[src/cbrp_pkg.sv]
`default_nettype none
// ----------------------------------------------------------------------------
// cbrp_pkg: shared types and constants for the bitmap row packer
// Image geometry, counter widths and the operation word that the front end
// hands to the packing back end.
// ----------------------------------------------------------------------------
package cbrp_pkg;

	localparam int ROW_WIDTH = 32;  // pixel characters per row (8..32)
	localparam int ROWS      = 32;  // rows per image (1..64)
	localparam int TAG_BYTES = 3;   // tag bytes per image (2..3)

	localparam int COL_W  = 6;
	localparam int ROW_W  = 7;
	localparam int TAG_W  = 2;
	localparam int BIT_W  = 5;      // bit index inside the row word
	localparam int WORD_W = 32;
	localparam int BYTE_W = 8;

	localparam int FIFO_DEPTH = 4;
	localparam int FIFO_AW    = 2;
	localparam int FIFO_CW    = 3;

	typedef enum logic [1:0] {
		OP_PIXEL = 2'd0,  // write one bit of the row word
		OP_ROW   = 2'd1,  // send the row word, then clear it
		OP_TAG   = 2'd2   // keep and/or send the tag byte
	} op_kind_t;

	typedef struct packed {
		op_kind_t          kind;
		logic [BIT_W-1:0]  bit_idx;  // row word bit for OP_PIXEL
		logic [BYTE_W-1:0] data;     // input byte
		logic              keep;     // OP_TAG: store data as the image tag
		logic              emit;     // OP_TAG: send the tag word
	} op_t;

	// Column to row word bit: bit order flipped inside each byte.
	function automatic logic [BIT_W-1:0] bit_place(input logic [BIT_W-1:0] col);
		return {col[BIT_W-1:3], ~col[2:0]};
	endfunction

endpackage : cbrp_pkg
`default_nettype wire

[src/cbrp_front.sv]
`default_nettype none
// ----------------------------------------------------------------------------
// cbrp_front: byte classifier
// Tracks column, row and tag position and turns each byte into an operation
// for the back end. Tag bytes that carry no information are dropped here.
// ----------------------------------------------------------------------------
module cbrp_front
	import cbrp_pkg::*;
(
	input  wire logic              clk,
	input  wire logic              arst_n,
	input  wire logic              in_valid,
	output logic                   in_ready,
	input  wire logic [BYTE_W-1:0] in_byte,
	output logic                   push,
	output op_t                    push_op,
	input  wire logic              q_full
);

	logic [COL_W-1:0] col_q;
	logic [ROW_W-1:0] row_q;
	logic [TAG_W-1:0] tag_q;

	logic accept, in_rows, in_pixels, tag_keep, tag_last;

	assign in_ready  = !q_full;
	assign accept    = in_valid && in_ready;
	assign in_rows   = row_q < ROW_W'(ROWS);
	assign in_pixels = col_q < COL_W'(ROW_WIDTH);
	assign tag_keep  = tag_q == TAG_W'(1);
	assign tag_last  = tag_q == TAG_W'(TAG_BYTES - 1);

	always_comb begin
		push_op.bit_idx = bit_place(col_q[BIT_W-1:0]);
		push_op.data    = in_byte;
		push_op.keep    = 1'b0;
		push_op.emit    = 1'b0;
		push_op.kind    = OP_PIXEL;
		push            = 1'b0;
		priority if (in_rows && in_pixels) begin
			push = accept;
		end else if (in_rows) begin
			push_op.kind = OP_ROW;
			push         = accept;
		end else begin
			push_op.kind = OP_TAG;
			push_op.keep = tag_keep;
			push_op.emit = tag_last;
			push         = accept && (tag_keep || tag_last);
		end
	end

	always_ff @(posedge clk or negedge arst_n) begin
		if (!arst_n) begin
			col_q <= '0;
			row_q <= '0;
			tag_q <= '0;
		end else if (accept) begin
			priority if (in_rows && in_pixels) begin
				col_q <= col_q + COL_W'(1);
			end else if (in_rows) begin
				col_q <= '0;
				row_q <= row_q + ROW_W'(1);
			end else if (tag_last) begin
				tag_q <= '0;
				row_q <= '0;
				col_q <= '0;
			end else begin
				tag_q <= tag_q + TAG_W'(1);
			end
		end
	end

endmodule : cbrp_front
`default_nettype wire

[src/cbrp_fifo.sv]
`default_nettype none
// ----------------------------------------------------------------------------
// cbrp_fifo: operation queue
// Small FIFO between classifier and packer; push and pop in the same cycle.
// ----------------------------------------------------------------------------
module cbrp_fifo
	import cbrp_pkg::*;
(
	input  wire logic clk,
	input  wire logic arst_n,
	input  wire logic push,
	input  wire op_t  push_op,
	output logic      full,
	input  wire logic pop,
	output op_t       head,
	output logic      empty
);

	op_t                mem [FIFO_DEPTH];
	logic [FIFO_AW-1:0] wr_q, rd_q;
	logic [FIFO_CW-1:0] cnt_q;

	assign full  = cnt_q == FIFO_CW'(FIFO_DEPTH);
	assign empty = cnt_q == '0;
	assign head  = mem[rd_q];

	always_ff @(posedge clk) begin
		if (push) begin
			mem[wr_q] <= push_op;
		end
	end

	always_ff @(posedge clk or negedge arst_n) begin
		if (!arst_n) begin
			wr_q  <= '0;
			rd_q  <= '0;
			cnt_q <= '0;
		end else begin
			if (push) begin
				wr_q <= wr_q + FIFO_AW'(1);
			end
			if (pop) begin
				rd_q <= rd_q + FIFO_AW'(1);
			end
			unique case ({push, pop})
				2'b10:   cnt_q <= cnt_q + FIFO_CW'(1);
				2'b01:   cnt_q <= cnt_q - FIFO_CW'(1);
				default: cnt_q <= cnt_q;
			endcase
		end
	end

`ifndef ASSERT_OFF
	a_no_overflow: assert property (@(posedge clk) disable iff (!arst_n)
		full |-> !push) else $error("push into full queue");
	a_no_underflow: assert property (@(posedge clk) disable iff (!arst_n)
		empty |-> !pop) else $error("pop from empty queue");
`endif

endmodule : cbrp_fifo
`default_nettype wire

[src/cbrp_back.sv]
`default_nettype none
// ----------------------------------------------------------------------------
// cbrp_back: row packer
// Executes queued operations: builds the row word bit by bit, keeps the tag
// byte and loads finished words into the output register.
// ----------------------------------------------------------------------------
module cbrp_back
	import cbrp_pkg::*;
(
	input  wire logic              clk,
	input  wire logic              arst_n,
	input  wire op_t               head,
	input  wire logic              empty,
	output logic                   pop,
	output logic                   out_valid,
	input  wire logic              out_ready,
	output logic [WORD_W-1:0]      out_word,
	output logic                   out_tag
);

	logic [WORD_W-1:0] row_bits_q;
	logic [BYTE_W-1:0] kept_tag_q;
	logic              out_valid_q;
	logic [WORD_W-1:0] out_word_q;
	logic              out_tag_q;

	logic              out_free, sends;
	logic [BYTE_W-1:0] tag_val;

	assign out_free = !out_valid_q || out_ready;
	assign sends    = (head.kind == OP_ROW) || (head.kind == OP_TAG && head.emit);
	assign pop      = !empty && (!sends || out_free);
	assign tag_val  = head.keep ? head.data : kept_tag_q;

	always_ff @(posedge clk or negedge arst_n) begin
		if (!arst_n) begin
			row_bits_q  <= '0;
			kept_tag_q  <= '0;
			out_valid_q <= 1'b0;
		end else begin
			// a new word only loads when the register is free
			if (pop && sends) begin
				out_valid_q <= 1'b1;
			end else if (out_ready) begin
				out_valid_q <= 1'b0;
			end
			if (pop) begin
				unique case (head.kind)
					OP_PIXEL: row_bits_q[head.bit_idx] <= head.data[0];
					OP_ROW: begin
						row_bits_q <= '0;
					end
					OP_TAG: begin
						if (head.keep) begin
							kept_tag_q <= head.data;
						end
						if (head.emit) begin
							row_bits_q <= '0;
						end
					end
					default: row_bits_q <= row_bits_q;
				endcase
			end
		end
	end

	always_ff @(posedge clk) begin
		if (pop && sends) begin
			out_tag_q  <= head.kind == OP_TAG;
			out_word_q <= (head.kind == OP_TAG) ?
				{{(WORD_W-BYTE_W){1'b0}}, tag_val} : row_bits_q;
		end
	end

	assign out_valid = out_valid_q;
	assign out_word  = out_word_q;
	assign out_tag   = out_tag_q;

endmodule : cbrp_back
`default_nettype wire

[src/char_bitmap_row_packer_unit.sv]
`default_nettype none
// ----------------------------------------------------------------------------
// char_bitmap_row_packer_unit: text bitmap to row word packer
// Packs bit 0 of pixel characters into 32-bit row words and closes every
// image with a tag word that carries the second tag byte.
// ----------------------------------------------------------------------------
//
// channel  dir  tdata                  tuser          tlast
// s_axis   in   [7:0] char_byte        -              -
// m_axis   out  [31:0] packed_word     [0] is_tag     last_of_image
//
// Flow: one byte per cycle while s_tready is high; a row word or tag word
//   enters the output register when the packer pops the byte that ends it.
// Reset: arst_n clears counters, queue pointers, row word and output valid.
// Stalls: the 4-entry operation queue fills only while m_tready is low;
//   s_tready then drops. Pixel and dropped tag bytes never wait on m_tready
//   directly; the output register is refilled in the cycle it is taken.
//
module char_bitmap_row_packer_unit
	import cbrp_pkg::*;
(
	input  wire logic              clk,
	input  wire logic              arst_n,
	input  wire logic              s_tvalid,
	output logic                   s_tready,
	input  wire logic [7:0]        s_tdata,   // [7:0] char_byte
	output logic                   m_tvalid,
	input  wire logic              m_tready,
	output logic [WORD_W-1:0]      m_tdata,   // [31:0] packed_word
	output logic                   m_tuser,   // [0] is_tag
	output logic                   m_tlast    // last_of_image
);

	// classifier -> queue
	logic push, q_full, q_empty, pop;
	op_t  push_op, head;

	cbrp_front u_front (
		.clk      (clk),
		.arst_n   (arst_n),
		.in_valid (s_tvalid),
		.in_ready (s_tready),
		.in_byte  (s_tdata),
		.push     (push),
		.push_op  (push_op),
		.q_full   (q_full)
	);

	cbrp_fifo u_fifo (
		.clk     (clk),
		.arst_n  (arst_n),
		.push    (push),
		.push_op (push_op),
		.full    (q_full),
		.pop     (pop),
		.head    (head),
		.empty   (q_empty)
	);

	// packer with output register; tag word is always the image's last
	logic out_tag;

	cbrp_back u_back (
		.clk       (clk),
		.arst_n    (arst_n),
		.head      (head),
		.empty     (q_empty),
		.pop       (pop),
		.out_valid (m_tvalid),
		.out_ready (m_tready),
		.out_word  (m_tdata),
		.out_tag   (out_tag)
	);

	assign m_tuser = out_tag;
	assign m_tlast = out_tag;

`ifndef ASSERT_OFF
	a_tag_word_high_zero: assert property (@(posedge clk) disable iff (!arst_n)
		(m_tvalid && m_tuser) |-> (m_tdata[WORD_W-1:BYTE_W] == '0))
		else $error("tag word has bits above the tag byte");
	a_queue_blocks_input: assert property (@(posedge clk) disable iff (!arst_n)
		q_full |-> !s_tready)
		else $error("input open while queue is full");
	a_row_bits_bounded: assert property (@(posedge clk) disable iff (!arst_n)
		(m_tvalid && !m_tuser) |-> ((m_tdata >> ROW_WIDTH) == '0))
		else $error("row word has bits beyond the row width");
`endif

endmodule : char_bitmap_row_packer_unit
`default_nettype wire
[config.mk]
export PLATFORM = sky130hd
export DESIGN_NAME = char_bitmap_row_packer_unit
export DESIGN_NICKNAME = d
export VERILOG_FILES = /design/src/cbrp_pkg.sv /design/src/cbrp_front.sv /design/src/cbrp_fifo.sv /design/src/cbrp_back.sv /design/src/char_bitmap_row_packer_unit.sv
export SDC_FILE = /design/constraint.sdc
export NUM_CORES = 1
export LEC_CHECK = 0
export BUFFER_PORTS_ARGS = -buffer_cell sky130_fd_sc_hd__buf_2
export CAP_MARGIN = 5
export CORE_MARGIN = 5
export CORE_UTILIZATION = 50
export DETAILED_ROUTE_END_ITERATION = 7
export HOLD_SLACK_MARGIN = 0.02
export PLACE_DENSITY_LB_ADDON = 0.3
export SETUP_SLACK_MARGIN = 0.3
export SYNTH_ARGS = -nofsm -noshare
export SYNTH_HDL_FRONTEND = slang
export SYNTH_SLANG_ARGS = --single-unit
[constraint.sdc]
create_clock -name clk -period 4.8 [get_ports clk]
set_input_delay 0.48 -clock clk [delete_from_list [all_inputs] [get_ports clk]]
set_output_delay 0.48 -clock clk [all_outputs]
set_load 0.03 [all_outputs]
# After elaboration in Yosys (flattened, before gate mapping)
# Memories as Yosys holds them, arrays and structs flattened.
# Index checks and enable logic that the tools add are counted.
dict set report classes {
  mux 24
  mul 0
  bitwise_logic 3
  order_cmp 4
  n_div 0
  shift 0
  n_reduce_logical 27
  n_eq_ne 8
  add_sub_neg 7
}
# op n
set op_table {}
lappend op_table {{32-bit case mux with 3 select lines} 1}
lappend op_table {{32-bit bitwise mux} 1}
lappend op_table {{32-bit two-way mux} 1}
lappend op_table {{6-bit two-way mux} 3}
lappend op_table {{8-bit two-way mux} 2}
lappend op_table {{7-bit two-way mux} 2}
lappend op_table {{2-bit two-way mux} 5}
lappend op_table {{3-bit AND reduction} 3}
lappend op_table {{7-bit by 1-bit adder with 7-bit output (second input constant)} 1}
lappend op_table {{1-bit logical AND} 7}
lappend op_table {{7-bit by 6-bit less-than comparator with 1-bit output (second input constant)} 1}
lappend op_table {{1-bit two-way mux} 7}
lappend op_table {{2-bit by 1-bit adder with 2-bit output (second input constant)} 3}
lappend op_table {{6-bit by 1-bit adder with 6-bit output (second input constant)} 1}
lappend op_table {{2-bit by 1-bit equality test with 1-bit output (second input constant)} 3}
lappend op_table {{2-bit equality test (second input constant)} 3}
lappend op_table {{5-bit by 6-bit less-than comparator with 1-bit output (second input constant)} 1}
lappend op_table {{6-bit less-than comparator (second input constant)} 1}
lappend op_table {{3-bit case mux with 2 select lines} 1}
lappend op_table {{2-bit nonzero test} 3}
lappend op_table {{3-bit nonzero test} 2}
lappend op_table {{1-bit demux with 5-bit select} 1}
lappend op_table {{5-bit by 1-bit >= comparator with 1-bit output (second input constant)} 1}
lappend op_table {{1-bit logical NOT} 4}
lappend op_table {{10 further kinds} 15}
dict set report totals {
  ram_bits 68
  mem_count 1
  wordCells 86
  latchBits 0
  romBits 0
  inputBits 12
  reg_bits 96
}
# memory depth width read_ports rd_clocked_by_memory_dff write_ports line_no
set memory_table {}
lappend memory_table {u_fifo.mem 4 17 1 0 1 cbrp_fifo.sv:19} ;# op_t mem [FIFO_DEPTH];

# Logic depth before layout (Yosys ltp)
# Gate-level depths: netlist (run 1).
# An unclocked memory read counts as a cell.
dict set report depth {
  ltp_word 9
  mapped_depth 14
  depth_no_buf 11
}

# Modules after synthesis
# Synthesis (run 1) repeated with hierarchy kept, for this count alone.
dict set report hier_totals {
  hier_cells 517
  area_unflattened_um2 7304.5
}
# mod cells_per_inst area_per_inst_um2 instances
set modules_own_cells {}
lappend modules_own_cells {cbrp_back 293 3437.0 1}
lappend modules_own_cells {cbrp_fifo 125 2895.3 1}
lappend modules_own_cells {cbrp_front 98 964.7 1}
lappend modules_own_cells {char_bitmap_row_packer_unit 1 7.5 1}

# Least setup slack after synthesis (run 1)
# No wires, ideal clock.
dict set report synth_timing {
  path_kind {register -> register}
  start {register u_fifo.rd_q[0]}
  end {register u_back.out_tag_q (netlist: u_back.out_tag) (enable)}
  setup_time_ns 0.464
  stages_incl_launch_ff 9
  path_buffers 3
  required_time_ns 4.336
  arrival_time_ns 4.202
  path_slack_ns 0.134
  synth_period_minus_slack_ns 4.666
  cell_sequence {dfrtp_1 > buf_6 > buf_2 > mux4_2 > inv_1 > ha_1 > clkbuf_1 > a21oi_1 > nor3_1}
}
dict set report synth_via {
  elab_chain_len 8
  elab_cells_between_ends 9
}
# element line_no
set synth_rtl {}
lappend synth_rtl {{start: declaration} cbrp_fifo.sv:20} ;# logic [FIFO_AW-1:0] wr_q, rd_q;
lappend synth_rtl {{start signal: assignment} cbrp_fifo.sv:43} ;# rd_q <= rd_q + FIFO_AW'(1);
lappend synth_rtl {{memory 4 x 17 bit (*)} -}
lappend synth_rtl {{2-bit equality test} cbrp_back.sv:31} ;# assign sends = (head.kind == OP_ROW) || (head.kind == OP_TAG && head.emit);
lappend synth_rtl {{1-bit logical AND} cbrp_back.sv:31}
lappend synth_rtl {{1-bit logical OR (*)} cbrp_back.sv:31}
lappend synth_rtl {{1-bit logical NOT} cbrp_back.sv:32} ;# assign pop = !empty && (!sends || out_free);
lappend synth_rtl {{1-bit logical OR} cbrp_back.sv:32}
lappend synth_rtl {{1-bit logical AND} cbrp_back.sv:32}
lappend synth_rtl {{1-bit logical AND (*)} cbrp_back.sv:68} ;# if (pop && sends) begin
lappend synth_rtl {{end signal: assignment} cbrp_back.sv:69} ;# out_tag_q <= head.kind == OP_TAG;
lappend synth_rtl {{end: declaration} cbrp_back.sv:25} ;# logic out_tag_q;
# Mark *: on every way between the ends. The rest lies on a longest branch, timed or not.
# A chain may end at the register's enable or synchronous reset.

# Worst setup path in the final report (run 1)
dict set report layout_timing {
  start {register u_fifo.rd_q[0]}
  end {register u_back.row_bits_q[27]}
}
dict set report layout_via {
  elab_chain_len 8
  elab_cells_between_ends 19
}
# element line_no
set layout_rtl {}
lappend layout_rtl {{memory 4 x 17 bit (*)} -}
lappend layout_rtl {{branches (longest 7 deep; another with 5-bit by 6-bit less-than comparator with 1-bit output)} -}
lappend layout_rtl {{end signal: indexed assignment} cbrp_back.sv:49} ;# OP_PIXEL: row_bits_q[head.bit_idx] <= head.data[0];
lappend layout_rtl {{end signal: assignment} cbrp_back.sv:61} ;# default: row_bits_q <= row_bits_q;
lappend layout_rtl {{end: declaration} cbrp_back.sv:21} ;# logic [WORD_W-1:0] row_bits_q;
# Every way passes the cells marked *.

==> summary.txt, run 1 <==
STA
  – Final worst path period share: 72.2%
  – Worst slew pin tran: 0.895 ns
  – Fin crit period: between 3 and 4 ns
  – Slew headroom: between 40% and 50%
  – Maximum clock rate: roughly 290 MHz
  – Final hold violations: 0
  – Final setup vio count: 0
  – Hold slack: between 0.2 and 0.25 ns
  – Setup_tns: 0 ns
  – Slew Limit Fails: 0
  – Skew final: about 0.0060 ns
  – RSZ-0062 raised after global routing: no

Clock network
  – Hold-fix buffers, CTS: 0
  – Reg clk slew, reported paths: approximately 0.060 ns
  – H-Tree Depth: 4
  – CTS max path bufs: 2
  – CTS tree: built
  – PostCTS Resize Cnt: 0
  – Clk Latency, worst-skew pair: about 0.42 ns
  – CTS Root Cell: clkbuf_16
  – Number of CTS-inserted buffers: 17
  – CTS sink count: ~160
  – Post-CTS setup buffer count: 0

Pwr
  – Power, Total: around 6.3 mW
  – Clk pwr share: 20.6%
  – Register share of total power: between 30% and 40%
  – PD cells: 778 mW/mm²
  – Logic pwr share: around 43%
  – Pint: between 3 and 4 mW
  – Switch Pwr: 2.56 mW
  – Leak: roughly 3.2 nW
  – Maximum vdd drop: ~420 µV
  – Net Sw Frac: 40.5%

Die
  – Die Area: 0.0169 mm²
  – DIE HEIGHT: between 100 and 150 µm
  – Starting Density: about half
  – FP Rows: between 40 and 50
  – Die width: between 100 and 150 µm
  – # IOs: 48
  – Core area: 0.0140 mm²

Worst setup path
  – CP top delay family: compound AO/OA/AOI/OAI gates
  – Slowest stage delay, CP: 0.69 ns
  – Reg-to-reg critical path endpoint: u_back.row_bits_q[27]$_DFFE_PN0P_
  – Worst path bufs/invs: 3
  – CP Class: reg2reg
  – Reg2reg setup slack: 1.34 ns
  – Crit path max fanout: 45
  – Crit-path slowest cell: a21oi_4
  – CP Depth: 9
  – CP required: 5.08 ns
  – Crit start category: register
  – CP Capture Type: register
  – Most common cell on crit path: buf_4
  – Worst R2R Path Depth: 9
  – Crit path DAT: between 3 and 4 ns
  – RR Startpoint: u_fifo.rd_q[0]$_DFFE_PN0N_
  – Crit-path cells: mux4_2, inv_1, ha_1, buf_4, a2111oi_2, a21oi_4, or2_1, buf_4, o22ai_2

Yosys
  – Mapped Nets: between 500 and 600
  – Register bit count reported by yosys: 164
  – Synth top area cells: edfxtp_1 42%, dfrtp_1 22%, mux4_2 4.7%, o22ai_2 4.7%, nand2_1 2.8%
  – Seq/Total Area, Yosys: 64.2%
  – Yosys top cell by area: edfxtp_1
  – Post-synth EDFFs: a little over 100
  – Synth top cells by count: 101 x edfxtp_1, 63 x dfrtp_1, 53 x nand2_1
  – Area share of the largest cell type after synthesis: between 40% and 50%
  – Mapped cell area: 0.00718 mm²
  – Cells after synthesis: around 520
  – Number of library cell types mapped by synthesis: 50
  – Synth Warn #: 0
  – Most common cell in the synthesized netlist: edfxtp_1
  – Post-synth top flop: edfxtp_1
  – Avg Synthesized Cell Area: between 10 and 15 µm²
  – Ys async rst share: around two fifths

Layout
  – Layout cell share with drive strength beyond 1: between 20% and 30%
  – Area growth from synthesis to layout: 13.1%
  – Final instance area: between 0.008 and 0.009 mm²
  – Ant. Diodes: 0
  – Nets: a little under 600

Route
  – Routed length per instance: 16.7 µm
  – DR vias/cell: ~5.3
  – Total wire length: 12,700 µm
  – Via count: ~4.1k
  – DRC Markers: 0
  – Detail Route Antenna Nets: 0
  – DR iter-0 viols: ~280
  – DR pass1 iterations: 4

GRT
  – Antenna violations before repair: 0
  – Total track usage: between 10% and 20%
  – Global route overflow: 0
  – First-pass GRT wire length: ~21,000 µm
  – Largest net degree at the start of global routing: 64
  – Vias in the first global route: 4,291

Placed design
  – DP Area: around 0.0075 mm²
  – Port bufs: 47
  – Routability congestion estimate: ~0.75
  – Post-DP HPWL: roughly 8400 µm

Status
  – Status: finished, final reports clean

Min path
  – Worst hold path class: in2async

Run
  – Max-cap viol count: 0
[final cells by class]
type,count,area (µm²)
Sequential cell,164,4610
Tap cell,180,225
Fill cell,1119,5870
Multi-Input combinational cell,288,2260
Timing Repair Buffer,54,288
Clock inverter,13,134
Clock buffer,19,443
Inverter,44,165
[metal layers]
metal / GRT usage (%) / vias to the layer above / wire length, µm
met5: 0 / - / 0
met4: 5.62 / 0 / 130
met3: 4.34 / 11 / 562
met2: 26.5 / 70 / 6440
met1: 21.9 / 2007 / 5560
li1: - / 1964 / -
[kinds of logic after synthesis]
group | after synthesis | share of synthesized area, %
DFF | 164 | 64.2
buffers and inverters | 72 | 4.51
muxes | 29 | 7.15
AOI/OAI and AO/OA | 105 | 11.2
xor gates and xnor gates | 11 | 1.34
adders and majority gates | 15 | 2.72
and+or+nand+nor | 128 | 8.87
[worst register-to-register path, cell delays in order, from the launching register on]
cell	delay [ns]
dfrtp_1	0.53
mux4_2	0.58
inv_1	0.08
ha_1	0.13
buf_4	0.38
a2111oi_2	0.12
a21oi_4	0.69
or2_1	0.20
buf_4	0.43
o22ai_2	0.19
[power by group through the flow]
stage	combinational (mW)	sequential (mW)	clock (mW)
2_1_floorplan	1.94	2.56	0
3_3_place_gp	2.69	2.28	0
3_5_place_dp	2.77	2.31	0
4_1_cts	2.78	2.28	1.33
5_1_grt	3.02	2.33	1.40
6_report	2.74	2.27	1.30
[flip-flops by register name, summed over array words and instances (netlist names), 2 cells and up]
register	cells
u_fifo.mem	68
u_back.out_word	32
u_back.row_bits_q	32
u_back.kept_tag_q	8
u_front.row_q	7
u_front.col_q	6
u_fifo.cnt_q	3
u_fifo.rd_q	2
u_fifo.wr_q	2
u_front.tag_q	2
[worst max path at each step]
stage                                    start                           endpoint  slack (ns)
CTS                 u_fifo.rd_q[0]$_DFFE_PN0N_  u_back.row_bits_q[27]$_DFFE_PN0P_        1.28
detailed placement  u_fifo.rd_q[0]$_DFFE_PN0N_  u_back.row_bits_q[10]$_DFFE_PN0P_        1.31
finish              u_fifo.rd_q[0]$_DFFE_PN0N_  u_back.row_bits_q[27]$_DFFE_PN0P_        1.34
global placement    u_fifo.rd_q[0]$_DFFE_PN0N_  u_back.row_bits_q[13]$_DFFE_PN0P_        1.39
global route        u_fifo.rd_q[0]$_DFFE_PN0N_  u_back.row_bits_q[13]$_DFFE_PN0P_        1.04
floorplan           u_fifo.rd_q[0]$_DFFE_PN0N_           u_back.out_tag$_DFFE_PP_        1.13
[cells in the final DEF (no fill, tap or decap), drive strengths merged, types with 3 or more instances in the layout]
cell / Yosys / layout
clkinv: 0 / 9
buf: 18 / 54
nor3: 5 / 5
clkbuf: 10 / 19
edfxtp: 101 / 101
xnor2: 4 / 4
inv: 44 / 45
mux2i: 10 / 10
o21ai: 22 / 22
dfrtp: 63 / 63
mux4: 17 / 17
ha: 14 / 14
a21boi: 4 / 4
and2: 8 / 8
nor2: 33 / 33
a21oi: 39 / 39
and3b: 3 / 3
o22ai: 29 / 29
nor3b: 4 / 4
nor2b: 13 / 13
xor2: 7 / 7
nand2: 53 / 53
[through the flow]
step | setup slack [ns] | instances | utilization, %
after detailed placement | 1.31 | 730 | 53.9
after global routing | 1.04 | 762 | 58.1
after floorplan | 1.13 | 524 | -
final | 1.34 | 762 | 58.1
after global placement | 1.39 | 730 | 53.9
after CTS | 1.28 | 762 | 58.1
(Power assumes the default switching activity.)
==> run 2: changes to the inputs <==
clock period = 3.1 ns   (was 4.8 ns; I/O delays follow)
==> run 2 against run 1 <==
Utilization grew 1.2 points. Final area grew 2.0%. Sequential share of layout area shrank 1.1 points. Flip-flop and latch count is the same. Clock skew is essentially flat. Clock-buffer cell count shrank 2. Via count grew 4.6%. First-iteration DRC count grew 69%. Hold slack lost 0.16 ns. Largest cell class unchanged. Setup slack lost 0.92 ns. Non-clock buffer count grew 10.
==> summary.txt, run 2 (synthesis gave the netlist of run 1 again) <==
Clock network
  – CTS Root Cell: clkbuf_16
  – CTS sink count: 164 (unchanged)
  – CTS max path bufs: 2 (unchanged)
  – Clk Latency, worst-skew pair: 0.43 ns (about the same)
  – Reg clk slew, reported paths: 0.07 ns (about the same)
  – Hold-fix buffers, CTS: 0 (unchanged)
  – H-Tree Depth: 4 (unchanged)
  – Number of CTS-inserted buffers: 17 (unchanged)
  – CTS tree: built

GRT
  – Busiest grt layer: met2
  – Global route overflow: 0 (unchanged)
  – GR Layer Usage met1: 21.2% (-0.67 points)
  – First-pass GRT wire length: 22,000 µm (+3.1%)
  – Met3 GRT Util: 4.46% (+0.12 points)
  – Vias in the first global route: 4,392 (+2.4%)
  – Antenna violations before repair: 0 (unchanged)
  – Met2 Use GR: 28.6% (+2.2 points)
  – Total track usage: 17.0% (+0.52 points)
  – Largest net degree at the start of global routing: 45 (-30%)

Route
  – DRC Markers: 0 (unchanged)
  – DR pass1 iterations: 5 (+1)
  – Via count: 4,238 (+4.6%)
  – DR iter-0 viols: 476 (+69%)
  – Routed length per instance: 17.5 µm (+5.2%)
  – DR vias/cell: 5.49 (+3.2%)
  – Detail Route Antenna Nets: 0 (unchanged)
  – Total wire length: 13,500 µm (+6.6%)

STA
  – Slew headroom: 29.5% (-11 points)
  – Fin crit period: 2.68 ns (-0.783 ns)
  – Slew Limit Fails: 0 (unchanged)
  – Skew final: 0.00638 ns (+0.000417 ns)
  – Final worst path period share: 86.5% (+14 points)
  – Maximum clock rate: 373 MHz (+29%)
  – Setup_tns: 0 ns (unchanged)
  – Worst slew pin tran: 1.06 ns (+0.163 ns)
  – Final hold violations: 0 (unchanged)
  – RSZ-0062 raised after global routing: no
  – Hold slack: 0.0683 ns (-0.160 ns)
  – Final setup vio count: 0 (unchanged)

Min path
  – Worst hold path class: in2async

Die
  – DIE HEIGHT: 130 µm (unchanged)
  – Die width: 130 µm (unchanged)
  – Core area: 0.0140 mm² (unchanged)
  – FP Rows: 43 (unchanged)
  – Starting Density: 51.3% (unchanged)
  – Die Area: 0.0169 mm² (unchanged)
  – # IOs: 48 (unchanged)

Layout
  – Most flop-heavy register: u_fifo.mem
  – Largest register FFs: 68 (unchanged)
  – Sequential cell area: 0.00461 mm² (about the same)
  – Nets: 606 (+1.7%)
  – Ant. Diodes: 0 (unchanged)
  – Layout cell share with drive strength beyond 1: 26.5% (+2.8 points)
  – Commonest non-fill, non-tap cell in the layout: edfxtp_1
  – Most frequent cells in the layout: 101 x edfxtp_1, 62 x dfrtp_1, 53 x nand2_1, 47 x buf_2, 43 x inv_1
  – FILL cells: 1,105 (-1.3%)
  – Area growth from synthesis to layout: 15.4%
  – Area of the multi-input gates: 0.00228 mm² (+1.2%)

Placed design
  – Post-DP HPWL: 8610 µm (+2.6%)
  – Routability congestion estimate: 0.784 (+4.4%)
  – Port bufs: 47 (unchanged)

Run
  – Max-cap viol count: 0 (unchanged)

Worst setup path
  – Crit path DAT: 3.03 ns (-0.72 ns)
  – CP top delay family: multiplexers
  – CP required: 3.45 ns (-1.63 ns)
  – Crit path max fanout: 11 (-76%)
  – CP Class: reg2reg
  – Most common cell on crit path: xor2_1
  – Crit start category: register
  – Crit-path cells: buf_6, mux4_2, a21o_1, a21oi_4, ha_2, inv_2, fa_2, xor2_1, nor2_1, xor2_1
  – CP Capture Type: register
  – Crit-path slowest cell: mux4_2
  – Slowest stage delay, CP: 0.57 ns (-0.12 ns)
  – Worst path bufs/invs: 2 (-1)

Status
  – Status: finished, final reports clean
run 2: cell type report:
| cell class | count | share of cell area, % |
|---|---|---|
| clock buffer | 17 | 5.14 |
| clock inverter | 15 | 2.34 |
| inverter | 44 | 1.99 |
| multi-input combinational | 288 | 27.6 |
| sequential | 164 | 55.7 |
| tap | 180 | 2.72 |
| timing repair buffer | 64 | 4.58 |
run 2: repair_timing:
action | 4_1_cts | 5_1_grt
buffers inserted | 0 | 2
setup endpoints to repair | 1 | 2
resized for setup | 1 | 3
endpoints found under the hold margin | 0 | 0
run 2: routing by layer:
| metal | wire length (µm) | up-vias | part of all wire, % |
|---|---|---|---|
| met2 | 6900 | 91 | 51 |
| met5 | 0 | - | 0 |
| met4 | 214 | 0 | 1.6 |
| met3 | 603 | 21 | 4.5 |
| li1 | - | 1986 | - |
| met1 | 5810 | 2140 | 43 |
run 2: per-stage QoR:
stage / area (µm²) / utilization (%) / std cells / setup slack (ns)
2_1_floorplan: 7230 / - / 524 / 0.195
3_3_place_gp: 7630 / 54.6 / 738 / 0.340
3_5_place_dp: 7630 / 54.6 / 738 / 0.310
4_1_cts: 8260 / 59.0 / 770 / 0.338
5_1_grt: 8280 / 59.2 / 772 / 0.309
6_report: 8280 / 59.2 / 772 / 0.418
run 2: worst paths after layout:
kind | cells after the start | slack, ns | start | to
worst max-delay path | 10 | 0.42 | u_fifo.rd_q[0]$_DFFE_PN0N_ | u_fifo.cnt_q[2]$_DFFE_PN0P_
worst min-delay path | 1 | 0.07 | arst_n | u_fifo.wr_q[0]$_DFFE_PN0P_
worst max register to register | 10 | 0.42 | u_fifo.rd_q[0]$_DFFE_PN0N_ | u_fifo.cnt_q[2]$_DFFE_PN0P_
worst min register to register | 2 | 0.49 | u_back.row_bits_q[29]$_DFFE_PN0P_ | u_back.row_bits_q[29]$_DFFE_PN0P_
max in group asynchronous | 2 | 2.14 | arst_n | u_back.row_bits_q[14]$_DFFE_PN0P_
min in group clk | 1 | 0.10 | s_tdata[3] | u_fifo.mem[3][5]$_DFFE_PP_
Power of run 2 is not shown: default switching activity piles up to over one toggle a cycle in this logic, so the estimate is an artifact.
==> run 3: changes to the inputs <==
CELL_PAD_IN_SITES_DETAIL_PLACEMENT = 0   (was default)
CELL_PAD_IN_SITES_GLOBAL_PLACEMENT = 1   (was default)
CORE_UTILIZATION = 45   (was 50)
==> run 3 against run 2 <==
Register-to-register slack improved by 0.02 ns. Non-clock buffer count shrank 1. Utilization is 6.2 points lower. Cell count rose by 4.5%. Wire length down 3.4%. Critical path depth unchanged. Critical endpoint unchanged.
==> summary.txt, run 3 (synthesis gave the netlist of run 1 again) <==
Route
  – DR pass1 iterations: 4 (-1)
  – Total wire length: 13,100 µm (-3.4%)
  – Via count: 4,109 (-3.0%)
  – DRC Markers: 0 (unchanged)
  – DR vias/cell: 5.09 (-7.2%)
  – Detail Route Antenna Nets: 0 (unchanged)
  – Routed length per instance: 16.2 µm (-7.6%)
  – DR iter-0 viols: 242 (-49%)

Clock network
  – Reg clk slew, reported paths: 0.06 ns (about the same)
  – Hold-fix buffers, CTS: 0 (unchanged)
  – CTS max path bufs: 2 (unchanged)
  – CTS tree: built
  – Clk Latency, worst-skew pair: 0.41 ns (-0.02 ns)
  – CTS sink count: 164 (unchanged)
  – Number of CTS-inserted buffers: 17 (unchanged)
  – H-Tree Depth: 4 (unchanged)
  – CTS Root Cell: clkbuf_16

Layout
  – Most frequent cells in the layout: 101 x edfxtp_1, 62 x dfrtp_1, 53 x nand2_1, 47 x buf_2, 43 x inv_1
  – Final Core Density: 53.0% (-6.2 points)
  – Commonest non-fill, non-tap cell in the layout: edfxtp_1
  – Ant. Diodes: 0 (unchanged)
  – FILL cells: 1,350 (+22%)
  – Most flop-heavy register: u_fifo.mem
  – Area growth from synthesis to layout: 16.5%
  – Layout cell share with drive strength beyond 1: 25.9% (-0.63 points)
  – Post-Layout Cell Count: 807 (+4.5%)
  – Largest register FFs: 68 (unchanged)
  – Nets: 605 (-0.17%)

GRT
  – Vias in the first global route: 4,277 (-2.6%)
  – Total track usage: 15.3% (-1.7 points)
  – Largest net degree at the start of global routing: 44 (-2.2%)
  – First-pass GRT wire length: 21,900 µm (-0.63%)
  – Antenna violations before repair: 0 (unchanged)
  – Global route overflow: 0 (unchanged)

Pwr
  – PD cells: 1240 mW/mm²
  – Register share of total power: ~34%
  – Maximum vdd drop: approximately 750 µV
  – Leak: around 3.3 nW
  – Pint: between 6 and 7 mW
  – Clk pwr share: between 20% and 30%
  – Logic pwr share: a little over two fifths
  – Switch Pwr: 4.06 mW
  – Net Sw Frac: approximately two fifths

STA
  – Final setup vio count: 0 (unchanged)
  – Fin crit period: 2.66 ns (-0.0195 ns)
  – Final hold violations: 0 (unchanged)
  – Setup_tns: 0 ns (unchanged)
  – Slew Limit Fails: 0 (unchanged)
  – Worst slew pin tran: 0.964 ns (-0.0934 ns)
  – Maximum clock rate: 376 MHz (+0.73%)
  – Slew headroom: 35.7% (+6.2 points)
  – Final worst path period share: 85.9% (-0.63 points)
  – Skew final: 0.00812 ns (+0.00175 ns)
  – RSZ-0062 raised after global routing: no

Worst setup path
  – CP Class: reg2reg
  – Reg-to-reg critical path endpoint: u_fifo.cnt_q[2]$_DFFE_PN0P_
  – CP Depth: 10 (unchanged)
  – Crit start category: register
  – CP top delay family: adder cells
  – CP Capture Type: register
  – RR Startpoint: u_fifo.rd_q[0]$_DFFE_PN0N_
  – Crit-path cells: mux4_2, ha_2, a21o_1, a21oi_4, ha_2, inv_2, fa_2, xor2_1, nor2_1, xor2_1
  – Worst R2R Path Depth: 10 (unchanged)
  – Crit-path slowest cell: mux4_2
  – CP required: 3.40 ns (-0.05 ns)
  – Slowest stage delay, CP: 0.56 ns (about the same)
  – Worst path bufs/invs: 1 (-1)
  – Reg2reg setup slack: 0.44 ns (+0.02 ns)
  – Crit path max fanout: 4 (-7)
  – Crit path DAT: 2.96 ns (-0.07 ns)

Die
  – Die Area: 0.0186 mm² (+10%)
  – Core area: 0.0158 mm² (+13%)
  – Die width: 136 µm (+5.0%)
  – DIE HEIGHT: 136 µm (+5.0%)
  – FP Rows: 46 (+7.0%)
  – # IOs: 48 (unchanged)
  – Starting Density: 45.5% (-5.8 points)

Placed design
  – Routability congestion estimate: 0.757 (-3.4%)
  – Post-DP HPWL: 8630 µm (+0.19%)
  – Port bufs: 47 (unchanged)
  – Placed Cells: 774 (+4.9%)

Min path
  – Worst hold path class: in2async

Run
  – Max-cap viol count: 0 (unchanged)

Status
  – Status: finished, final reports clean
## run 3: cell types whose count changed in the layout (fill, tap and decap cells not counted), sizes merged
cell / previous run / this run
inv: 51 / 46
bufinv: 3 / 6
clkinv: 2 / 5
clkinvlp: 3 / 1
buf: 64 / 63
clkbuf: 17 / 18
## run 3: metal layers
metal | track usage, % | vias to the layer above | part of all wire (%)
li1 | - | 1978 | -
met1 | 19.9 | 2050 | 45
met2 | 25.3 | 64 | 50
met3 | 3.48 | 17 | 3.5
met4 | 5.38 | 0 | 1.6
met5 | 0 | - | 0
## run 3: how the worst max path moves through the flow
stage / startpoint / to
2_1_floorplan: u_fifo.rd_q[0]$_DFFE_PN0N_ / u_fifo.cnt_q[2]$_DFFE_PN0P_
3_3_place_gp: u_fifo.rd_q[0]$_DFFE_PN0N_ / u_fifo.cnt_q[2]$_DFFE_PN0P_
3_5_place_dp: u_fifo.rd_q[0]$_DFFE_PN0N_ / u_fifo.cnt_q[2]$_DFFE_PN0P_
4_1_cts: u_fifo.rd_q[0]$_DFFE_PN0N_ / u_fifo.cnt_q[2]$_DFFE_PN0P_
5_1_grt: u_fifo.rd_q[0]$_DFFE_PN0N_ / u_fifo.cnt_q[2]$_DFFE_PN0P_
6_report: u_fifo.rd_q[0]$_DFFE_PN0N_ / u_fifo.cnt_q[2]$_DFFE_PN0P_
## run 3: area by class of cell
type,instances,area [µm²],area share [%]
Tap cell,216,270,3.23
Clock inverter,14,231,2.77
Clock buffer,18,429,5.13
Multi-Input combinational cell,288,2280,27.3
Timing Repair Buffer,63,372,4.44
Sequential cell,164,4610,55.1
Inverter,44,165,1.97
## run 3: what timing repair did
action	4_1_cts	5_1_grt
endpoints found under the setup margin	1	1
setup buffers	0	1
resized for setup	2	2
hold endpoints to repair	0	0
## run 3: through the flow
stage / power [mW] / cell area (µm²) / setup WS [ns] / hold WS, ns
6_report: 10.4 / 8360 / 0.438 / 0.0483
5_1_grt: 11.0 / 8360 / 0.320 / 0.0965
4_1_cts: 10.5 / 8350 / 0.312 / 0.0772
3_5_place_dp: 8.11 / 7680 / 0.247 / 0.478
3_3_place_gp: 7.97 / 7680 / 0.330 / 0.468
2_1_floorplan: 7.08 / 7230 / 0.195 / 0.0144
## run 3: power by group through the flow
stage	combinational, mW	sequential (mW)	clock (mW)
finish	4.54	3.49	2.33
global route	4.98	3.58	2.47
CTS	4.58	3.51	2.39
detailed placement	4.57	3.54	0
global placement	4.46	3.51	0
floorplan	3.12	3.96	0
## run 3: worst register-to-register path, stage by stage, from the launching register on
cell	delay (ns)
dfrtp_2	0.42
mux4_2	0.56
ha_2	0.24
a21o_1	0.18
a21oi_4	0.17
ha_2	0.23
inv_2	0.04
fa_2	0.33
xor2_1	0.15
nor2_1	0.08
xor2_1	0.15
